File: config.mk
export PLATFORM = sky130hd
export DESIGN_NAME = random_digraph_edge_generator_flat
export DESIGN_NICKNAME = d
export VERILOG_FILES = /design/src/rtl/core/rdeg_pkg.sv /design/src/rtl/core/rdeg_sample_if.sv /design/src/rtl/core/rdeg_result_if.sv /design/src/rtl/core/rdeg_log2.sv /design/src/rtl/core/rdeg_div.sv /design/src/rtl/core/random_digraph_edge_generator.sv /design/src/flat_wrapper.sv
export SDC_FILE = /design/constraint.sdc
export NUM_CORES = 2
export LEC_CHECK = 0
export ABC_AREA = 1
export BUFFER_PORTS_ARGS = -buffer_cell sky130_fd_sc_hd__buf_2
export CAP_MARGIN = 20
export CELL_PAD_IN_SITES_DETAIL_PLACEMENT = 0
export CELL_PAD_IN_SITES_GLOBAL_PLACEMENT = 2
export CORE_MARGIN = 8
export CORE_UTILIZATION = 37
export CTS_CLUSTER_DIAMETER = 30
export DETAILED_ROUTE_END_ITERATION = 6
export PLACE_DENSITY = 0.76
export SETUP_SLACK_MARGIN = 0.2
export SYNTH_ARGS = -nofsm -noshare
export SYNTH_HDL_FRONTEND = slang
export SYNTH_SLANG_ARGS = --single-unit
File: constraint.sdc
create_clock -name clk -period 9.9 [get_ports clk]
set_clock_uncertainty 0.1 [all_clocks]
set_input_delay 0.495 -clock clk [delete_from_list [all_inputs] [get_ports clk]]
set_output_delay 0.495 -clock clk [all_outputs]
set_load 0.02 [all_outputs]
File: src/rtl/core/rdeg_pkg.sv
`default_nettype none
package rdeg_pkg;

	localparam int NODE_BITS = 16;
	localparam int ROW_BITS  = NODE_BITS + 1;
	localparam int COL_BITS  = 40;
	localparam int SAMPLE_BITS = 32;
	localparam int KEEP_BITS = 32;
	// log2 result: 6 bit exponent and 24 bit fraction
	localparam int LOG_FRAC  = 24;
	localparam int LOG_BITS  = 30;
	localparam int SKIP_BITS = 37;

	localparam logic [31:0] LN2_Q32 = 32'd2977044472;
	localparam logic [SKIP_BITS-1:0] SKIP_MAX = SKIP_BITS'(64'd1 << 36);
	localparam logic [LOG_BITS-1:0] LOG_ONE_32 = LOG_BITS'(32'd32 << LOG_FRAC);

	localparam logic [NODE_BITS-1:0] NODE_RESET = NODE_BITS'(16);
	localparam logic [KEEP_BITS-1:0] KEEP_RESET = 32'd11629080;

	localparam logic CMD_RESTART = 1'b0;
	localparam logic CMD_SAMPLE  = 1'b1;

	localparam logic CFG_NODE_COUNT = 1'b0;
	localparam logic CFG_NEG_LOG    = 1'b1;

	typedef enum logic [1:0] {
		ST_EDGE    = 2'd0,
		ST_DONE    = 2'd1,
		ST_INVALID = 2'd2
	} status_t;

endpackage
`default_nettype wire

File: src/rtl/core/rdeg_sample_if.sv
`default_nettype none
interface rdeg_sample_if;
	logic        valid;
	logic        ready;
	logic        command;
	logic [31:0] uniform_sample;

	modport source (output valid, command, uniform_sample, input ready);
	modport sink   (input valid, command, uniform_sample, output ready);
endinterface
`default_nettype wire

File: src/rtl/core/rdeg_result_if.sv
`default_nettype none
interface rdeg_result_if;
	logic        valid;
	logic        ready;
	logic [15:0] from_node;
	logic [15:0] to_node;
	logic [1:0]  status;

	modport source (output valid, from_node, to_node, status, input ready);
	modport sink   (input valid, from_node, to_node, status, output ready);
endinterface
`default_nettype wire

File: src/rtl/core/rdeg_log2.sv
`default_nettype none
// log2 of x in Q.24 by repeated squaring, one square per cycle
module rdeg_log2 (
	input  wire logic        clk,
	input  wire logic        arst_n,
	input  wire logic        start,
	input  wire logic [32:0] x,
	output logic             done,
	output logic [rdeg_pkg::LOG_BITS-1:0] res
);
	import rdeg_pkg::*;

	logic        busy_q;
	logic        done_q;
	logic [4:0]  cnt_q;
	logic [5:0]  exp_q;
	logic [31:0] mant_q;
	logic [LOG_FRAC-1:0] frac_q;

	logic [5:0]  lead;
	logic [31:0] norm;
	logic [63:0] sq;
	logic [32:0] sq_sh;

	always_comb begin
		lead = 6'd0;
		for (int i = 0; i < 33; i++) begin
			if (x[i]) lead = 6'(i);
		end
		if (lead == 6'd32) norm = x[32:1];
		else norm = 32'(x << (6'd31 - lead));
	end

	assign sq    = 64'(mant_q) * 64'(mant_q);
	assign sq_sh = sq[63:31];

	always_ff @(posedge clk or negedge arst_n) begin
		if (!arst_n) begin
			busy_q <= 1'b0;
			done_q <= 1'b0;
			cnt_q  <= 5'd0;
		end else begin
			done_q <= 1'b0;
			if (start) begin
				busy_q <= 1'b1;
				cnt_q  <= 5'd0;
			end else if (busy_q) begin
				cnt_q <= cnt_q + 5'd1;
				if (cnt_q == 5'(LOG_FRAC - 1)) begin
					busy_q <= 1'b0;
					done_q <= 1'b1;
				end
			end
		end
	end

	always_ff @(posedge clk) begin
		if (start) begin
			exp_q  <= lead;
			mant_q <= norm;
			frac_q <= '0;
		end else if (busy_q) begin
			if (sq_sh[32]) mant_q <= sq_sh[32:1];
			else mant_q <= sq_sh[31:0];
			frac_q <= {frac_q[LOG_FRAC-2:0], sq_sh[32]};
		end
	end

	assign done = done_q;
	assign res  = {exp_q, frac_q};
endmodule
`default_nettype wire

File: src/rtl/core/rdeg_div.sv
`default_nettype none
// restoring divider, one quotient bit per cycle
module rdeg_div (
	input  wire logic        clk,
	input  wire logic        arst_n,
	input  wire logic        start,
	input  wire logic [rdeg_pkg::LOG_BITS-1:0]  dividend,
	input  wire logic [rdeg_pkg::KEEP_BITS-1:0] divisor,
	output logic             done,
	output logic [rdeg_pkg::LOG_BITS-1:0] quotient
);
	import rdeg_pkg::*;

	logic        busy_q;
	logic        done_q;
	logic [4:0]  cnt_q;
	logic [LOG_BITS-1:0]  quo_q;
	logic [KEEP_BITS:0]   rem_q;
	logic [KEEP_BITS-1:0] dvs_q;

	logic [KEEP_BITS:0] trial;
	logic               fits;

	assign trial = {rem_q[KEEP_BITS-1:0], quo_q[LOG_BITS-1]};
	assign fits  = trial >= {1'b0, dvs_q};

	always_ff @(posedge clk or negedge arst_n) begin
		if (!arst_n) begin
			busy_q <= 1'b0;
			done_q <= 1'b0;
			cnt_q  <= 5'd0;
		end else begin
			done_q <= 1'b0;
			if (start) begin
				busy_q <= 1'b1;
				cnt_q  <= 5'd0;
			end else if (busy_q) begin
				cnt_q <= cnt_q + 5'd1;
				if (cnt_q == 5'(LOG_BITS - 1)) begin
					busy_q <= 1'b0;
					done_q <= 1'b1;
				end
			end
		end
	end

	// quo_q shifts dividend bits out at the top and quotient bits in at the bottom
	always_ff @(posedge clk) begin
		if (start) begin
			quo_q <= dividend;
			rem_q <= '0;
			dvs_q <= divisor;
		end else if (busy_q) begin
			rem_q <= fits ? (trial - {1'b0, dvs_q}) : trial;
			quo_q <= {quo_q[LOG_BITS-2:0], fits};
		end
	end

	assign done     = done_q;
	assign quotient = quo_q;
endmodule
`default_nettype wire

File: src/rtl/core/random_digraph_edge_generator.sv
`default_nettype none
// channel   dir   payload
// sample    in    command, uniform_sample
// result    out   from_node, to_node, status
// cfg       in    cfg_we, cfg_index, cfg_data (plain write)
//
// a restart item is done when it is taken; a sample item in an invalid or
// finished state goes straight to the push state and the output register
// a sample item otherwise: squaring in the log unit, one multiply, the
// divider, then one row passed per cycle (about skip / node_count rows,
// never more than the rows left)
// reset puts row 0, column -1 and the register reset values in place
// one item at a time; a result waiting in the output register does not
// stop the next item, only the hand-over of its own result
module random_digraph_edge_generator (
	input  wire logic        clk,
	input  wire logic        arst_n,
	rdeg_sample_if.sink      sample,
	rdeg_result_if.source    result,
	input  wire logic        cfg_we,
	input  wire logic        cfg_index,
	input  wire logic [31:0] cfg_data
);
	import rdeg_pkg::*;

	localparam logic [2:0] S_IDLE = 3'd0;
	localparam logic [2:0] S_LOG  = 3'd1;
	localparam logic [2:0] S_MUL  = 3'd2;
	localparam logic [2:0] S_DIV  = 3'd3;
	localparam logic [2:0] S_ADD  = 3'd4;
	localparam logic [2:0] S_ADV  = 3'd5;
	localparam logic [2:0] S_PUSH = 3'd6;

	logic [2:0] state_q;

	// configuration registers
	logic [NODE_BITS-1:0] node_q;
	logic [KEEP_BITS-1:0] keep_q;

	// graph position
	logic [ROW_BITS-1:0]        row_q;
	logic signed [COL_BITS-1:0] col_q;

	// result waiting for the output register
	logic [15:0] pend_from_q;
	logic [15:0] pend_to_q;
	status_t     pend_stat_q;

	// output register
	logic        out_valid_q;
	logic [15:0] out_from_q;
	logic [15:0] out_to_q;
	status_t     out_stat_q;

	logic accept;
	logic log_start, log_done;
	logic div_start, div_done;
	logic [LOG_BITS-1:0] log_res, nl2, quo;
	logic [61:0] nln_full;
	logic [SKIP_BITS-1:0] skip;

	logic signed [COL_BITS-1:0] n_ext;
	logic signed [COL_BITS-1:0] row_ext;
	logic signed [COL_BITS-1:0] w_add;
	logic signed [COL_BITS-1:0] w_sub;
	logic [ROW_BITS-1:0]        row_inc;
	logic                       more_rows;
	logic                       slot_free;

	assign accept        = sample.valid && sample.ready;
	assign sample.ready  = (state_q == S_IDLE);
	assign slot_free     = !out_valid_q || result.ready;

	assign log_start = accept && (sample.command == CMD_SAMPLE) && (keep_q != '0)
		&& (row_q < {1'b0, node_q});

	rdeg_log2 u_log (
		.clk    (clk),
		.arst_n (arst_n),
		.start  (log_start),
		.x      (33'h1_0000_0000 - {1'b0, sample.uniform_sample}),
		.done   (log_done),
		.res    (log_res)
	);

	// -ln(1-u) = (32 - log2 x) * ln 2, Q.24; the divider captures it
	assign nl2       = LOG_ONE_32 - log_res;
	assign nln_full  = 62'(nl2) * 62'(LN2_Q32);
	assign div_start = (state_q == S_MUL);

	rdeg_div u_div (
		.clk      (clk),
		.arst_n   (arst_n),
		.start    (div_start),
		.dividend (nln_full[61:32]),
		.divisor  (keep_q),
		.done     (div_done),
		.quotient (quo)
	);

	always_comb begin
		skip = SKIP_BITS'(quo);
		if (skip > SKIP_MAX) skip = SKIP_MAX;
	end

	assign n_ext   = COL_BITS'({1'b0, node_q});
	assign row_ext = COL_BITS'({1'b0, row_q});
	assign w_add   = col_q + COL_BITS'(1) + COL_BITS'(skip);
	assign w_sub   = col_q - n_ext;
	assign row_inc = row_q + ROW_BITS'(1);
	// another row to pass while the column lies at or beyond n
	assign more_rows = (col_q >= n_ext) && (row_q < {1'b0, node_q});

	always_ff @(posedge clk or negedge arst_n) begin
		if (!arst_n) begin
			node_q <= NODE_RESET;
			keep_q <= KEEP_RESET;
		end else if (cfg_we) begin
			unique case (cfg_index)
				CFG_NODE_COUNT: node_q <= cfg_data[NODE_BITS-1:0];
				CFG_NEG_LOG:    keep_q <= cfg_data;
				default:        ;
			endcase
		end
	end

	always_ff @(posedge clk or negedge arst_n) begin
		if (!arst_n) begin
			state_q     <= S_IDLE;
			row_q       <= '0;
			col_q       <= '1;
		end else begin
			unique case (state_q)
				S_IDLE: begin
					if (accept) begin
						if (sample.command == CMD_RESTART) begin
							row_q <= '0;
							col_q <= '1;
						end else if (!log_start) begin
							state_q <= S_PUSH;
						end else begin
							state_q <= S_LOG;
						end
					end
				end
				S_LOG: if (log_done) state_q <= S_MUL;
				S_MUL: state_q <= S_DIV;
				S_DIV: if (div_done) state_q <= S_ADD;
				S_ADD: begin
					// first step past the diagonal
					col_q   <= (w_add == row_ext) ? w_add + COL_BITS'(1) : w_add;
					state_q <= S_ADV;
				end
				S_ADV: begin
					if (more_rows) begin
						row_q <= row_inc;
						col_q <= (w_sub == COL_BITS'({1'b0, row_inc})) ?
							w_sub + COL_BITS'(1) : w_sub;
					end else begin
						state_q <= S_PUSH;
					end
				end
				S_PUSH: begin
					if (slot_free) state_q <= S_IDLE;
				end
				default: state_q <= S_IDLE;
			endcase
		end
	end

	// output valid: set on hand-over, cleared once taken
	always_ff @(posedge clk or negedge arst_n) begin
		if (!arst_n) begin
			out_valid_q <= 1'b0;
		end else if (state_q == S_PUSH && slot_free) begin
			out_valid_q <= 1'b1;
		end else if (result.ready) begin
			out_valid_q <= 1'b0;
		end
	end

	// result payload, filled as the item settles
	always_ff @(posedge clk) begin
		if (state_q == S_IDLE && accept) begin
			pend_from_q <= '0;
			pend_to_q   <= '0;
			pend_stat_q <= (keep_q == '0) ? ST_INVALID : ST_DONE;
		end else if (state_q == S_ADV && !more_rows) begin
			if (row_q < {1'b0, node_q}) begin
				pend_from_q <= row_q[15:0];
				pend_to_q   <= col_q[15:0];
				pend_stat_q <= ST_EDGE;
			end else begin
				pend_from_q <= '0;
				pend_to_q   <= '0;
				pend_stat_q <= ST_DONE;
			end
		end
		if (state_q == S_PUSH && slot_free) begin
			out_from_q <= pend_from_q;
			out_to_q   <= pend_to_q;
			out_stat_q <= pend_stat_q;
		end
	end

	assign result.valid     = out_valid_q;
	assign result.from_node = out_from_q;
	assign result.to_node   = out_to_q;
	assign result.status    = out_stat_q;

	// an edge never lands on the diagonal
	a_no_loop: assert property (@(posedge clk) disable iff (!arst_n)
		(out_valid_q && out_stat_q == ST_EDGE) |-> (out_from_q != out_to_q))
		else $error("self loop emitted");

	// the row walk only runs on a row inside the graph
	a_walk_row: assert property (@(posedge clk) disable iff (!arst_n)
		(state_q == S_ADD) |-> (row_q < {1'b0, node_q}))
		else $error("row walk started past last row");

	// the divider is only started once the log unit has finished
	a_div_after_log: assert property (@(posedge clk) disable iff (!arst_n)
		div_start |-> $past(state_q == S_LOG && log_done))
		else $error("divider started out of order");

	// a result is only handed over when the output register is free
	a_no_overrun: assert property (@(posedge clk) disable iff (!arst_n)
		(state_q == S_PUSH && out_valid_q && !result.ready) |=> (state_q == S_PUSH))
		else $error("result overran output register");

endmodule
`default_nettype wire

File: src/flat_wrapper.sv
// flat-port wrapper written by rule: the top's interface ports become plain ports
module random_digraph_edge_generator_flat import rdeg_pkg::*;
  (clk, arst_n, cfg_we, cfg_index, cfg_data, sample_valid, sample_command, sample_uniform_sample, sample_ready, result_valid, result_from_node, result_to_node, result_status, result_ready);
  rdeg_sample_if sample_i ();
  rdeg_result_if result_i ();
  input  wire logic clk;
  input  wire logic arst_n;
  input  wire logic cfg_we;
  input  wire logic cfg_index;
  input  wire logic [31:0] cfg_data;
  input wire logic [$bits(sample_i.valid)-1:0] sample_valid;
  input wire logic [$bits(sample_i.command)-1:0] sample_command;
  input wire logic [$bits(sample_i.uniform_sample)-1:0] sample_uniform_sample;
  output wire logic [$bits(sample_i.ready)-1:0] sample_ready;
  output wire logic [$bits(result_i.valid)-1:0] result_valid;
  output wire logic [$bits(result_i.from_node)-1:0] result_from_node;
  output wire logic [$bits(result_i.to_node)-1:0] result_to_node;
  output wire logic [$bits(result_i.status)-1:0] result_status;
  input wire logic [$bits(result_i.ready)-1:0] result_ready;
  assign sample_i.valid = sample_valid;
  assign sample_i.command = sample_command;
  assign sample_i.uniform_sample = sample_uniform_sample;
  assign sample_ready = sample_i.ready;
  assign result_valid = result_i.valid;
  assign result_from_node = result_i.from_node;
  assign result_to_node = result_i.to_node;
  assign result_status = result_i.status;
  assign result_i.ready = result_ready;
  random_digraph_edge_generator u_core (.clk(clk), .arst_n(arst_n), .sample(sample_i), .result(result_i), .cfg_we(cfg_we), .cfg_index(cfg_index), .cfg_data(cfg_data));
endmodule
# Word-level counts from Yosys, hierarchy flattened
# Cells that the tools add are included.
# totals
regBits	347
input_bits	71
out_inout_bits	36
wordCells	170
# classes
add_sub_neg	12
mul	2
n_lt_le_gt_ge	4
eq_ne	19
shifts	1
muxes	82
bitwise	1
reduce_logical	25
# op_table
op	count
two-way mux 40 bit	5
two-way mux 6 bit	30
two-way mux 32 bit	5
one-hot mux 40 bit (3 select lines)	1
adder 40 x 2 -> 40 bit, second input constant	2
multiplier 32 x 32 -> 64 bit	1
two-way mux 30 bit	2
multiplier 30 x 29 -> 59 bit, second input constant	1
two-way mux 17 bit	3
adder 40 x 1 -> 40 bit, second input constant	1
adder 40 x 37 -> 40 bit	1
equality test 40 x 17 -> 1 bit	1
equality test 40 x 18 -> 1 bit	1
greater-or-equal comparator 40 x 17 -> 1 bit	1
subtractor 40 x 17 -> 40 bit	1
greater-than comparator 30 x 37 -> 1 bit, second input constant	1
two-way mux 37 bit	1
one-hot mux 17 bit (2 select lines)	1
greater-or-equal comparator 33 x 32 -> 1 bit	1
<< shifter 33 x 6 -> 32 bit	1
subtractor 33 x 32 -> 33 bit, first input constant	1
logical NOT 32 bit	1
two-way mux 16 bit	2
nonzero test 32 bit	1
28 further kinds	80

# Depth between registers and ports, before layout
# logic_depth
word_depth	37
depth_mapped	53
mapped_depth_nobuf	52

# Cells and area by module
# Synthesis repeated with hierarchy kept, for this count alone.
# unflattened
cells_unflattened	9651
area_unflattened_um2	72762.3
# by_module_without_submodules
module	instances	cells_each	area_per_inst_um2	seq_area_each_um2
rdeg_log2	1	4072	33616.0	1796.7
random_digraph_edge_generator	1	4603	32423.6	4513.1
rdeg_div	1	976	6722.7	2677.6

# Worst setup path before layout
# No wires, ideal clock.
# synth_timing
kind	reg-to-reg
start	reg u_core.u_log.frac_q[0]
end	reg u_core.u_div.quo_q[27], in the netlist u_core.u_div.quotient[27], data pin
setup_ps	312
arrival_ps	9378
required_time_ps	9488
slack_ps	111
path_stages_with_launch	53
path_buffers	1
period_less_slack_ps	9789
path_cell_list	dfxtp_1 buf_6 nor3_4 nand4_1 nor2_2 nand3_1 nor2_1 inv_1 nor2_1 inv_1 nor3_2 inv_1 nor2_2 nand3_1 nor3_2 inv_2 nor3_2 inv_2 (+17 left out) inv_1 fa_1 inv_1 ha_1 a21oi_1 o21ai_0 inv_1 nand2_1 a21oi_1 inv_1 a31oi_1 inv_1 a31oi_1 o21ai_0 nand2_1 nand2_1 nand2_1 a31oi_1
# synth_between
elab_chain_len	3
# synth_rtl
item	line	text
start, declared	rdeg_log2.sv:18	logic [LOG_FRAC-1:0] frac_q;
start signal, assigned	rdeg_log2.sv:65	frac_q <= {frac_q[LOG_FRAC-2:0], sq_sh[32]};
subtractor 30 bit	random_digraph_edge_generator.sv:87	assign nl2 = LOG_ONE_32 - log_res;
multiplier 30 x 29 -> 59 bit	random_digraph_edge_generator.sv:88	assign nln_full = 62'(nl2) * 62'(LN2_Q32);
two-way mux 30 bit	rdeg_div.sv:49	if (start) begin
end signal, assigned	rdeg_div.sv:50	quo_q <= dividend;
end signal, assigned	rdeg_div.sv:55	quo_q <= {quo_q[LOG_BITS-2:0], fits};
end, declared	rdeg_div.sv:17	logic [LOG_BITS-1:0] quo_q;
# Every way passes these cells.
# A chain may end at the register's enable or synchronous reset.

# Worst setup path after layout
# layout_timing
start	reg u_core.u_log.frac_q[0]
end	reg u_core.u_div.quo_q[29], in the netlist u_core.u_div.quotient[29], data pin
# The elaborated chain is that of the path after synthesis.

==> metrics.yaml <==
synth-edff-count: 136
run_status: "complete, no violations"
synth_top_flop_cell: "edfxtp_1"
r2r_slack_ns: 0.48
grt_max_degree: 83
dp_slack_ns: -0.112
timing.rr.start: "u_core.u_log.frac_q[0]"
reg2reg_depth: 50
portBuffers: 106
n_antenna_cell: 0
yosys.area.top_type: "fa_1"
critPathCaptureType: "flip-flop"
hp-class: "primary input to flip-flop"
ys_ff_latch: 347
worst_slack_ns: 0.483
gr-usage-all-layers: 0.212
synthTopCellsByCount: "inv_1 (2,278), nand2_1 (1,396), fa_1 (1,145)"
clkTransAtPathRegs_ns: 0.05
postRouteAntennaNets: 0
dp.final_hpwl_mm: 174
cp_data_required_time_ns: 10.23
die_width_um: 442
core_um2: 181000
setup_violations: 0
cp_slowest_cell: "fa_1"
detail_route.iter0.violations: 3158
cts_buffer_depth: 3
cts_inserted_buffers: 107
worstPathArrival_ns: 9.74
ys_top_cells_by_area: "fa_1 (34%), ha_1 (13%), inv_1 (13%), nand2_1 (7.8%), edfxtp_1 (6.1%)"
cts_tree: "yes"
gp_congestion: 0.894
start_util: 0.372
firstDrtPassIters: 6
finalCritPeriodShare: 0.951
grt_pass1_wl_mm: 327
row_count: 156
max_slew_margin: 0.260
ys_warn_count: 0
totalWireLength_mm: 207
synth_top_area_share: 0.341
finalInstanceArea_um2: 76900
synth_nets: 9992
cts.sinks: 347
hold_violations: 0
async_flop_share: 0.354
vias_per_cell: 4.82
wl_per_cell_um: 19.0
layoutNonFillerInstCount: 10900
crit_path_frequent_cell: "fa_1"
nFillCells: 18300
htreeDepth: 3
cp_max_fo: 4
yosysUniqueCellTypes: 80
synth_cells: 8079
rsz0062_at_grt: "yes"
dp.cells: 10600
ctsRootBufferMaster: "clkbuf_16"
grt_pass1_vias: 56400
drv_cap: 0
worst_pin_slew_ns: 1.11
overflow: 0
clk_latency_ns: 0.75
vias: 52300
startpoint_type: "flip-flop"
drive_above_1_share: 0.102
slowest_delay_ns: 0.57
drc: 0
hold_slack_ns: 0.0527
whs_endpoint: "u_core.node_q[7]"
syn_area_um2: 67200
syn2layout_area_growth_pct: 14.4
min_from: "cfg_data[7]"
regToRegEndpoint: "u_core.u_div.quotient[29]"
antenna_found_initial: 2
fmax_mhz: 106
synth-seq-area-share: 0.134
maxSlewViolCount: 0
holdPathStages: 3
dieHeight_um: 442
place_area_um2: 71900
finalCriticalPeriod_ns: 9.42
io_pins: 107
fin_nets: 10300
synth.avg_cell_area_um2: 8.32
die_area_um2: 196000
yosysMostFrequentCell: "inv_1"
critPathKind: "flip-flop to flip-flop"
-- layout make-up --
type                            count  area (um^2)  share of cell area
Multi-Input combinational cell   5232        49300               0.641
Sequential cell                   347         8990               0.117
Timing Repair Buffer              403         3190              0.0414
Clock inverter                     78          940              0.0122
Inverter                         2296         8620               0.112
Tap cell                         2370         2970              0.0386
Clock buffer                      126         2910              0.0379
-- sequential cells by signal, indices dropped and copies added (netlist names) --
name,flops
u_core.col_q,40
u_core.keep_q,32
u_core.u_div.dvs_q,32
u_core.u_div.rem_q,32
u_core.u_log.mant_q,32
u_core.u_div.quotient,30
u_core.u_log.frac_q,24
u_core.row_q,17
u_core.node_q,16
u_core.pend_from_q,16
u_core.pend_to_q,16
u_core.result.from_node,16
u_core.result.to_node,16
u_core.u_log.exp_q,6
u_core.u_div.cnt_q,5
u_core.u_log.cnt_q,5
u_core.state_q,3
u_core.pend_stat_q,2
u_core.result.status,2
u_core.result.valid,1
u_core.u_div.busy_q,1
u_core.u_div.done,1
u_core.u_log.busy_q,1
u_core.u_log.done,1
-- through the flow --
| step | setup TNS, ns | util |
|---|---|---|
| finish | 0 | 0.426 |
| global route | 0 | 0.426 |
| CTS | 0 | 0.422 |
| detailed placement | -0.272 | 0.398 |
| global placement | -0.387 | 0.398 |
| floorplan | 0 | - |
-- repair_timing --
action / in CTS / in global routing
hold buffers: 32 / 0
pin swaps: 19 / 54
buffers inserted: 9 / 25
endpoints found under the hold margin: 79 / 0
gates resized for setup: 28 / 106
endpoints found under the setup margin: 13 / 44
-- metal layers --
layer,part of all wire,track usage,up-vias
li1,-,-,25100
met1,0.47,0.298,26000
met2,0.47,0.353,999
met3,0.045,0.0258,220
met4,0.020,0.0430,0
met5,0,0,-
-- worst max path at each step --
| stage | from | end | slack, ns |
|---|---|---|---|
| after floorplan | u_core.u_log.frac_q[0] | u_core.u_div.quotient[27] | 0.22 |
| after global placement | u_core.u_log.frac_q[0] | u_core.u_div.quotient[27] | -0.17 |
| after detailed placement | u_core.u_log.frac_q[0] | u_core.u_div.quotient[27] | -0.11 |
| after CTS | u_core.u_log.frac_q[2] | u_core.u_div.quotient[29] | 0.20 |
| after global routing | u_core.u_log.frac_q[0] | u_core.u_div.quotient[29] | 0.002 |
| final | u_core.u_log.frac_q[0] | u_core.u_div.quotient[29] | 0.48 |
-- cell families after synthesis --
kind of cell	Yosys count	share of synthesized area
buffers and inverters	2500	0.141
AND/OR/NAND/NOR	2322	0.146
adder cells (fa/ha/maj)	1842	0.471
AO/OA/AOI/OAI	762	0.0670
flip-flops	347	0.134
XOR/XNOR	290	0.0382
multiplexers	16	0.00268
-- cell usage in the layout, fill, tap and decap left out, drive strengths merged, types with 6 or more instances in the layout --
cell	instances
buf	371
nor2	385
nand2	1405
nor4	26
xnor2	98
nor3	74
nand4	75
inv	2306
edfxtp	136
mux2	16
a21o	10
nand3	315
or2	29
a211oi	27
dfrtp	72
clkinvlp	17
dfstp	51
ha	697
o211ai	62
o31ai	12
o21a	16
o221ai	9
dfxtp	88
xor2	192
o22ai	17
o21ai	228
a31oi	30
a21boi	6
clkinv	42
a32oi	20
dlygate4sd3	32
bufinv	9
a21oi	292
fa	1145
clkbuf	126
-- worst max-delay path: cells and delay by family, from the launching register on --
family	cells	cell delay [ns]
adder cells (fa/ha/maj)	10	4.41
AND/OR/NAND/NOR	17	2.08
buffers and inverters	14	1.00
AO/OA/AOI/OAI	7	0.84
flip-flops	1	0.36
XOR/XNOR	2	0.36
Power is left out: the tool's default activity adds up to more than one toggle a clock period on the data nets, which glitch-free logic cannot reach.
